File: config.mk
export PLATFORM = sky130hd
export DESIGN_NAME = sql_like_wildcard_matcher
export DESIGN_NICKNAME = d
export VERILOG_FILES = /design/src/rtl/slwm_pkg.sv /design/src/rtl/slwm_front.sv /design/src/rtl/slwm_queue.sv /design/src/rtl/slwm_back.sv /design/src/rtl/sql_like_wildcard_matcher.sv
export SDC_FILE = /design/constraint.sdc
export NUM_CORES = 1
export LEC_CHECK = 0
export ABC_AREA = 1
export BUFFER_PORTS_ARGS = -buffer_cell sky130_fd_sc_hd__buf_2
export CAP_MARGIN = 10
export CORE_MARGIN = 2
export CORE_UTILIZATION = 65
export DETAILED_ROUTE_END_ITERATION = 7
export GPL_TIMING_DRIVEN = 0
export PLACE_DENSITY = 0.83
export SYNTH_ARGS = -nofsm -noshare
export SYNTH_HDL_FRONTEND = slang
export SYNTH_SLANG_ARGS = --single-unit
File: constraint.sdc
create_clock -name clk -period 5.1 [get_ports clk]
set_input_delay 1.02 -clock clk [delete_from_list [all_inputs] [get_ports clk]]
set_output_delay 1.02 -clock clk [all_outputs]
set_load 0.05 [all_outputs]
File: src/rtl/slwm_pkg.sv
`timescale 1ns / 1ps
// ----------------------------------------------------------------------------
// slwm_pkg
// Shared types, constants and helpers for the LIKE pattern matcher.
// ----------------------------------------------------------------------------
package slwm_pkg;

	localparam int CFG_DATA_W  = 64;
	localparam int CFG_INDEX_W = 3;
	localparam int LEN_W       = 6;
	localparam int CHAR_W      = 8;
	localparam int CHAR_REGS   = 4;
	localparam int CHARS_PER_REG = CFG_DATA_W / CHAR_W;

	localparam logic [CHAR_W-1:0] PCT_CHAR = 8'h25;
	localparam logic [CHAR_W-1:0] ANY_CHAR = 8'h5F;
	localparam logic [CHAR_W-1:0] LOWER_A  = 8'h61;
	localparam logic [CHAR_W-1:0] LOWER_Z  = 8'h7A;
	localparam logic [CHAR_W-1:0] CASE_GAP = 8'h20;

	typedef enum logic [CFG_INDEX_W-1:0] {
		REG_PATTERN_LENGTH  = 3'd0,
		REG_PATTERN_CHARS_0 = 3'd1,
		REG_PATTERN_CHARS_1 = 3'd2,
		REG_PATTERN_CHARS_2 = 3'd3,
		REG_PATTERN_CHARS_3 = 3'd4
	} cfg_reg_t;

	// per-beat flags carried through the classify queue
	typedef struct packed {
		logic last;
		logic no_byte;
	} item_flags_t;

	localparam int FLAGS_W = $bits(item_flags_t);

	function automatic logic [CHAR_W-1:0] fold_case(input logic [CHAR_W-1:0] c);
		if (c inside {[LOWER_A:LOWER_Z]}) begin
			return c - CASE_GAP;
		end
		return c;
	endfunction

endpackage

File: src/rtl/slwm_front.sv
`timescale 1ns / 1ps
// ----------------------------------------------------------------------------
// slwm_front
// Accepts text beats and classifies the byte against every pattern position.
// ----------------------------------------------------------------------------
module slwm_front #(
	parameter int PATTERN_MAX = 32
) (
	input  logic                                        push,
	input  logic                                        q_full,
	input  logic [slwm_pkg::CHAR_W-1:0]                 text_char,
	input  logic                                        is_last,
	input  logic                                        is_empty,
	input  logic [PATTERN_MAX-1:0][slwm_pkg::CHAR_W-1:0] pat,
	output logic                                        q_push,
	output slwm_pkg::item_flags_t                       flags,
	output logic [PATTERN_MAX-1:0]                      hit
);
	import slwm_pkg::*;

	logic [CHAR_W-1:0] text_fold;

	assign q_push    = push && !q_full;
	assign text_fold = fold_case(text_char);

	always_comb begin
		flags.last    = is_last;
		flags.no_byte = is_empty;
	end

	// '_' matches anything; other bytes compare with case folded
	always_comb begin
		for (int j = 0; j < PATTERN_MAX; j++) begin
			hit[j] = (pat[j] == ANY_CHAR) || (fold_case(pat[j]) == text_fold);
		end
	end

endmodule

File: src/rtl/slwm_queue.sv
`timescale 1ns / 1ps
// ----------------------------------------------------------------------------
// slwm_queue
// Small register queue between the classify front and the row update back.
// ----------------------------------------------------------------------------
module slwm_queue #(
	parameter int WIDTH = 8,
	parameter int DEPTH = 2
) (
	input  logic             clk,
	input  logic             arst_n,
	input  logic             wr,
	input  logic [WIDTH-1:0] din,
	output logic             q_full,
	input  logic             rd,
	output logic [WIDTH-1:0] dout,
	output logic             q_empty
);
	localparam int PTR_W = (DEPTH > 1) ? $clog2(DEPTH) : 1;
	localparam int CNT_W = $clog2(DEPTH + 1);
	localparam logic [PTR_W-1:0] LAST_PTR = PTR_W'(DEPTH - 1);
	localparam logic [CNT_W-1:0] FULL_CNT = CNT_W'(DEPTH);

	logic [WIDTH-1:0] mem_q [DEPTH];
	logic [PTR_W-1:0] wr_ptr_q, rd_ptr_q;
	logic [CNT_W-1:0] count_q;
	logic             do_wr, do_rd;

	assign q_full  = (count_q == FULL_CNT);
	assign q_empty = (count_q == '0);
	assign do_wr   = wr && !q_full;
	assign do_rd   = rd && !q_empty;
	assign dout    = mem_q[rd_ptr_q];

	always_ff @(posedge clk) begin
		if (do_wr) begin
			mem_q[wr_ptr_q] <= din;
		end
	end

	always_ff @(posedge clk or negedge arst_n) begin
		if (!arst_n) begin
			wr_ptr_q <= '0;
			rd_ptr_q <= '0;
			count_q  <= '0;
		end else begin
			if (do_wr) begin
				wr_ptr_q <= (wr_ptr_q == LAST_PTR) ? '0 : wr_ptr_q + 1'b1;
			end
			if (do_rd) begin
				rd_ptr_q <= (rd_ptr_q == LAST_PTR) ? '0 : rd_ptr_q + 1'b1;
			end
			if (do_wr && !do_rd) begin
				count_q <= count_q + 1'b1;
			end else if (do_rd && !do_wr) begin
				count_q <= count_q - 1'b1;
			end
		end
	end

endmodule

File: src/rtl/slwm_back.sv
`timescale 1ns / 1ps
// ----------------------------------------------------------------------------
// slwm_back
// Updates the reach row one beat per cycle, barring a result stall, and holds the match result.
// ----------------------------------------------------------------------------
module slwm_back #(
	parameter int PATTERN_MAX = 32
) (
	input  logic                               clk,
	input  logic                               arst_n,
	input  logic                               restart,
	input  logic [PATTERN_MAX-1:0]             pct,
	input  logic [$clog2(PATTERN_MAX+1)-1:0]   used_len,
	input  logic                               q_empty,
	input  slwm_pkg::item_flags_t              flags,
	input  logic [PATTERN_MAX-1:0]             hit,
	output logic                               q_pop,
	input  logic                               pop,
	output logic                               empty,
	output logic                               matched
);
	import slwm_pkg::*;

	localparam int RW = PATTERN_MAX + 1;

	logic [RW-1:0] row_q, rz_q, row_old, row_new, row_pick;
	logic [RW-1:0] base, prop;
	logic          at_start_q, out_valid_q, matched_q, out_room;

	// carry style prefix: g[j] |= p[j] & g[j-1], log depth
	function automatic logic [RW-1:0] prefix_or(input logic [RW-1:0] g_in,
	                                            input logic [RW-1:0] p_in);
		logic [RW-1:0] g, p, g_nx, p_nx;
		g = g_in;
		p = p_in;
		for (int d = 1; d < RW; d = d * 2) begin
			g_nx = g;
			p_nx = p;
			for (int j = d; j < RW; j++) begin
				g_nx[j] = g[j] | (p[j] & g[j-d]);
				p_nx[j] = p[j] & p[j-d];
			end
			g = g_nx;
			p = p_nx;
		end
		return g;
	endfunction

	assign prop     = {pct, 1'b0};
	assign row_old  = at_start_q ? rz_q : row_q;

	always_comb begin
		base[0] = 1'b0;
		for (int j = 1; j < RW; j++) begin
			if (pct[j-1]) begin
				base[j] = row_old[j] | row_old[j-1];
			end else if (hit[j-1]) begin
				base[j] = row_old[j-1];
			end else begin
				base[j] = 1'b0;
			end
		end
	end

	assign row_new  = prefix_or(base, prop);
	assign row_pick = flags.no_byte ? row_old : row_new;

	assign out_room = !out_valid_q || pop;
	assign q_pop    = !q_empty && (!flags.last || out_room);
	assign empty    = !out_valid_q;
	assign matched  = matched_q;

	// row zero tracks config; registered, it settles in the cycle after the config registers change
	always_ff @(posedge clk or negedge arst_n) begin
		if (!arst_n) begin
			rz_q <= RW'(1);
		end else begin
			rz_q <= prefix_or(RW'(1), prop);
		end
	end

	always_ff @(posedge clk) begin
		if (q_pop && !flags.last && !flags.no_byte) begin
			row_q <= row_new;
		end
		if (q_pop && flags.last) begin
			matched_q <= row_pick[used_len];
		end
	end

	always_ff @(posedge clk or negedge arst_n) begin
		if (!arst_n) begin
			at_start_q  <= 1'b1;
			out_valid_q <= 1'b0;
		end else begin
			if (restart || (q_pop && flags.last)) begin
				at_start_q <= 1'b1;
			end else if (q_pop && !flags.no_byte) begin
				at_start_q <= 1'b0;
			end
			if (q_pop && flags.last) begin
				out_valid_q <= 1'b1;
			end else if (pop) begin
				out_valid_q <= 1'b0;
			end
		end
	end

endmodule

File: src/rtl/sql_like_wildcard_matcher.sv
`timescale 1ns / 1ps
// Result path: the last beat of a text is written into the queue, then the
//   back end pops it and registers the match result.
// Throughput: one beat per cycle unless results back up, set by the combinational
//   prefix update of the reach row in the back end; a two-entry queue decouples front and back.
// Reset: config cleared to zero, row at row zero, queue and result slot empty.
// ----------------------------------------------------------------------------
// sql_like_wildcard_matcher
// Case-insensitive LIKE matcher ('%' and '_') over a streamed byte text.
// ----------------------------------------------------------------------------
module sql_like_wildcard_matcher #(
	parameter int PATTERN_MAX = 32
) (
	input  logic                                clk,
	input  logic                                arst_n,
	input  logic                                cfg_we,
	input  logic [slwm_pkg::CFG_INDEX_W-1:0]    cfg_index,
	input  logic [slwm_pkg::CFG_DATA_W-1:0]     cfg_wdata,
	input  logic                                push,
	output logic                                full,
	input  logic [slwm_pkg::CHAR_W-1:0]         text_char,
	input  logic                                is_last,
	input  logic                                is_empty,
	output logic                                empty,
	input  logic                                pop,
	output logic                                matched
);
	import slwm_pkg::*;

	localparam int NW      = $clog2(PATTERN_MAX + 1);
	localparam int Q_W     = FLAGS_W + PATTERN_MAX;
	localparam int Q_DEPTH = 2;

	logic [LEN_W-1:0]                   len_q;
	logic [CHAR_REGS-1:0][CFG_DATA_W-1:0] chars_q;
	logic [PATTERN_MAX-1:0][CHAR_W-1:0] pat;
	logic [PATTERN_MAX-1:0]             pct;
	logic [NW-1:0]                      used_len;
	logic                               restart;

	logic                               q_push, q_pop, q_empty;
	item_flags_t                        f_flags, b_flags;
	logic [PATTERN_MAX-1:0]             f_hit, b_hit;

	// config registers; a write to a listed register restarts the text
	always_ff @(posedge clk or negedge arst_n) begin
		if (!arst_n) begin
			len_q   <= '0;
			chars_q <= '0;
		end else if (cfg_we) begin
			case (cfg_index)
				REG_PATTERN_LENGTH:  len_q      <= cfg_wdata[LEN_W-1:0];
				REG_PATTERN_CHARS_0: chars_q[0] <= cfg_wdata;
				REG_PATTERN_CHARS_1: chars_q[1] <= cfg_wdata;
				REG_PATTERN_CHARS_2: chars_q[2] <= cfg_wdata;
				REG_PATTERN_CHARS_3: chars_q[3] <= cfg_wdata;
				default: ;
			endcase
		end
	end

	always_comb begin
		case (cfg_index)
			REG_PATTERN_LENGTH, REG_PATTERN_CHARS_0, REG_PATTERN_CHARS_1,
			REG_PATTERN_CHARS_2, REG_PATTERN_CHARS_3: restart = cfg_we;
			default: restart = 1'b0;
		endcase
	end

	for (genvar j = 0; j < PATTERN_MAX; j++) begin : g_pat
		assign pat[j] = chars_q[j / CHARS_PER_REG][(j % CHARS_PER_REG) * CHAR_W +: CHAR_W];
		assign pct[j] = (pat[j] == PCT_CHAR);
	end

	// length saturates at the pattern capacity
	assign used_len = (len_q > LEN_W'(PATTERN_MAX)) ? NW'(PATTERN_MAX) : len_q[NW-1:0];

	slwm_front #(
		.PATTERN_MAX (PATTERN_MAX)
	) u_front (
		.push      (push),
		.q_full    (full),
		.text_char (text_char),
		.is_last   (is_last),
		.is_empty  (is_empty),
		.pat       (pat),
		.q_push    (q_push),
		.flags     (f_flags),
		.hit       (f_hit)
	);

	slwm_queue #(
		.WIDTH (Q_W),
		.DEPTH (Q_DEPTH)
	) u_queue (
		.clk     (clk),
		.arst_n  (arst_n),
		.wr      (q_push),
		.din     ({f_flags, f_hit}),
		.q_full  (full),
		.rd      (q_pop),
		.dout    ({b_flags, b_hit}),
		.q_empty (q_empty)
	);

	slwm_back #(
		.PATTERN_MAX (PATTERN_MAX)
	) u_back (
		.clk      (clk),
		.arst_n   (arst_n),
		.restart  (restart),
		.pct      (pct),
		.used_len (used_len),
		.q_empty  (q_empty),
		.flags    (b_flags),
		.hit      (b_hit),
		.q_pop    (q_pop),
		.pop      (pop),
		.empty    (empty),
		.matched  (matched)
	);

	a_pop_needs_beat: assert property (@(posedge clk) disable iff (!arst_n)
		q_pop |-> !q_empty)
		else $error("back end dequeued from an empty queue");

	a_last_gives_result: assert property (@(posedge clk) disable iff (!arst_n)
		(q_pop && b_flags.last) |=> !empty)
		else $error("last beat did not produce a result");

	a_accept_lands: assert property (@(posedge clk) disable iff (!arst_n)
		(push && !full) |=> !q_empty)
		else $error("accepted beat missing from queue");

endmodule

==> results.yml <==
outcome:
  status: "finished, final reports clean"
sta:
  finalSetupViolations: 0
  fin_skew_ps: 26.0
  period_needed_ps: 4220
  fmax_ghz: 0.237
  grt_setup_unrepaired: "no"
  slew_viol_final: 0
  timing_hold_violations_final: 0
  slew_headroom_pct: 6.09
  worstMarginPinSlew_ps: 1410
  min_period_over_period_pct: 82.7
finish:
  final_cell_area_sq_um: 28500
  synthToLayoutAreaGrowth_pct: 10.3
  fin_cells: 4393
  drive_gt1_share_pct: 6.47
  fin_nets: 3946
synth:
  yosysTopAreaCellShare_pct: 28.9
  synth_adder_area_share_pct: 1.64
  ys_ff_latch: 401
  synth_most_common_cell: "nand2_1"
  synthFlopType: "dfrtp_1"
  synth_compound_area_share_pct: 14.7
  synth_area_per_cell_sq_um: 7.00
  synthSimpleGateAreaFrac_pct: 30.0
  synthMuxAreaShare_pct: 0.0387
  yosys.area.top_type: "dfrtp_1"
  synthArstFlopShare_pct: 74.8
  ys_warn_count: 0
  synth_top_family_by_area: "simple AND/OR/NAND/NOR gates"
  synth_nets: 3813
  synthesis.area_sq_um: 25900
  synth_cells: 3697
  synth.area.top_cells: "dfrtp_1 (29%), nand2_1 (17%), edfxtp_1 (12%), inv_1 (7.3%), o21ai_0 (6.5%)"
  synth-xor-area-share_pct: 3.18
  synth_common_cells: "nand2_1 (1205), inv_1 (501), o21ai_0 (338), dfrtp_1 (299), nor2_1 (246)"
  synth_edf_count: 101
  synthDistinctLibCells: 63
  yosysSeqAreaShare_pct: 40.7
critical_path:
  reg2reg_from: "chars_q[219]"
  r2r_slack_ps: 1820
  cp-start-kind: "input port"
  reg2reg_depth: 16
  path_buf_inv: 3
  endpoint_kind: "flip-flop"
  worstSetupPathType: "input port to flip-flop"
  cp_cell_sequence: "buf_2 > buf_1 > clkbuf_1 > o2111ai_1 > nor3_1 > o21ai_0 > o41ai_1"
  cp_slowest_cell: "buf_1"
  critPathMaxStageDelay_ps: 970
  r2r_end: "u_back.matched"
  worstPathArrival_ps: 4450
  required_ps: 5330
  worstSetupStartpoint: "text_char[3]"
  crit_family: "buffers and inverters"
  critPathMaxFanout: 10
detailed_routing:
  via_count: 27000
  vias_per_cell: 6.15
  drt-initial-drc-count: 3574
  dr.pass1.iters: 7
  drtAntennaViolNets: 0
  wl_per_cell_microns: 21.9
  routed_wl_microns: 96100
  drc_errors: 0
run:
  cap_violations: 0
die:
  fp.coreArea_sq_um: 39500
  boundaryPins: 85
  die-area_sq_um: 41400
  rows: 73
  die_h_microns: 203
  initial_core_util_pct: 65.4
  dieWidth_microns: 203
clock_tree:
  post_cts.repair.setup_buffers: 0
  cts_root_buf: "clkbuf_16"
  insertion_delay_ps: 610
  cts_tree: "done"
  h-tree-depth: 2
  clock_sinks: 401
  cts_buffers: 44
  cts_resized: 0
  clk_path_buf_depth: 3
  hold_buffers: 0
  clkTransAtPathRegs_ps: 60
power_and_ir_drop:
  pwr-share-clk_pct: 27.8
  powerDensity_nw_per_um2: 408
  power.leakage_nw: 13.8
  p_seq_share_pct: 39.7
  sw_frac_of_total_pct: 39.8
  p_switching_w: 0.00463
  total_power_w: 0.0116
  ir_drop_uv: 317
  power_frac_comb_pct: 32.4
  power.internal_w: 0.00701
placed_design:
  portBuffers: 82
  dp_hpwl_microns: 70400
  dp.cells: 4309
  place_area_sq_um: 27100
  place.gp.congestion: 1.04
global_routing:
  grt_remaining_overflow: 0
  grt_max_degree: 126
  grt_usage_pct: 46.4
  grt_pass1_wl_microns: 144000
  grt_pass1_vias: 24800
  antenna_found_initial: 5
hold_path:
  hold_class: "input port to async pin"
[cell usage in the layout, fill, tap and decap left out, types with 12 or more instances in the layout]
master	count
a21oi_1	90
buf_2	104
clkbuf_1	108
clkbuf_16	45
dfrtp_1	299
edfxtp_1	101
ha_1	34
inv_1	501
inv_2	18
nand2_1	1205
nand3_1	172
nand4_1	70
nor2_1	243
nor3_1	91
nor4_1	40
o2111ai_1	19
o211ai_1	12
o21ai_0	338
o221ai_1	13
o22ai_1	73
o31ai_1	15
o41ai_1	13
xnor2_1	20
xor2_1	74
[worst max path at each step]
stage,cells past startpoint,slack [ps],endpoint
after floorplan,4,1860,u_back.row_q[10]
after global placement,1,-2600,len_q[1]
after detailed placement,10,580,u_queue.mem_q[0][11]
after CTS,10,1180,u_queue.mem_q[0][11]
after global routing,6,950,u_queue.mem_q[1][0]
final,7,880,u_queue.mem_q[1][21]
[power groups by stage]
stage | Clock (W) | Sequential [W] | Combinational, W
final | 0.00324 | 0.00463 | 0.00378
after global placement | 0 | 0.00465 | 0.00350
after CTS | 0.00322 | 0.00459 | 0.00368
after floorplan | 0 | 0.00449 | 0.00255
after global routing | 0.00334 | 0.00470 | 0.00416
after detailed placement | 0 | 0.00464 | 0.00364
[cells by family (layout without fill, tap and decap cells)]
| family | Yosys count | in the layout |
|---|---|---|
| other | 0 | 4 |
| AND/OR/NAND/NOR | 1871 | 1871 |
| buffers and inverters | 651 | 818 |
| XOR/XNOR | 94 | 94 |
| flip-flops | 401 | 401 |
| AO/OA/AOI/OAI | 645 | 645 |
| multiplexers | 1 | 1 |
| adder cells (fa/ha/maj) | 34 | 34 |
[sequential cells by signal (all words and copies together) (netlist names)]
name	cells
u_back.matched	1
u_queue.count_q	2
u_back.row_q	32
u_back.rz_q	32
u_queue.wr_ptr_q	1
u_queue.mem_q	68
len_q	6
u_queue.rd_ptr_q	1
chars_q	256
u_back.out_valid_q	1
u_back.at_start_q	1
[layer usage]
layer	GRT usage, %	up-vias	share of wire, %
met2	71.1	1659	43
li1	-	12400	-
met1	57.2	12500	36
met3	11.7	471	13
met4	33.6	4	8.3
met5	0	-	0.028
[area by class of cell]
type                       count  area [sq um]
sequential                   401         10500
buffer                       130           548
timing repair buffer          87           536
antenna                        4          10.0
tap                          525           657
clock inverter                11           116
inverter                     521          1960
fill                        3419         11000
clock buffer                  69          1330
multi-input combinational   2645         12900
[through the flow]
| stage | TNS [ps] | worst slack, ps | utilization (%) | hold WS (ps) |
|---|---|---|---|---|
| after floorplan | 0 | 1860 | - | 453 |
| after global placement | -758520 | -2600 | 68.1 | 472 |
| after detailed placement | 0 | 578 | 68.5 | 474 |
| after CTS | 0 | 1180 | 72.1 | 430 |
| after global routing | 0 | 945 | 72.1 | 488 |
| final | 0 | 882 | 72.2 | 399 |
Note: power is estimated with default switching activity, not from simulation.
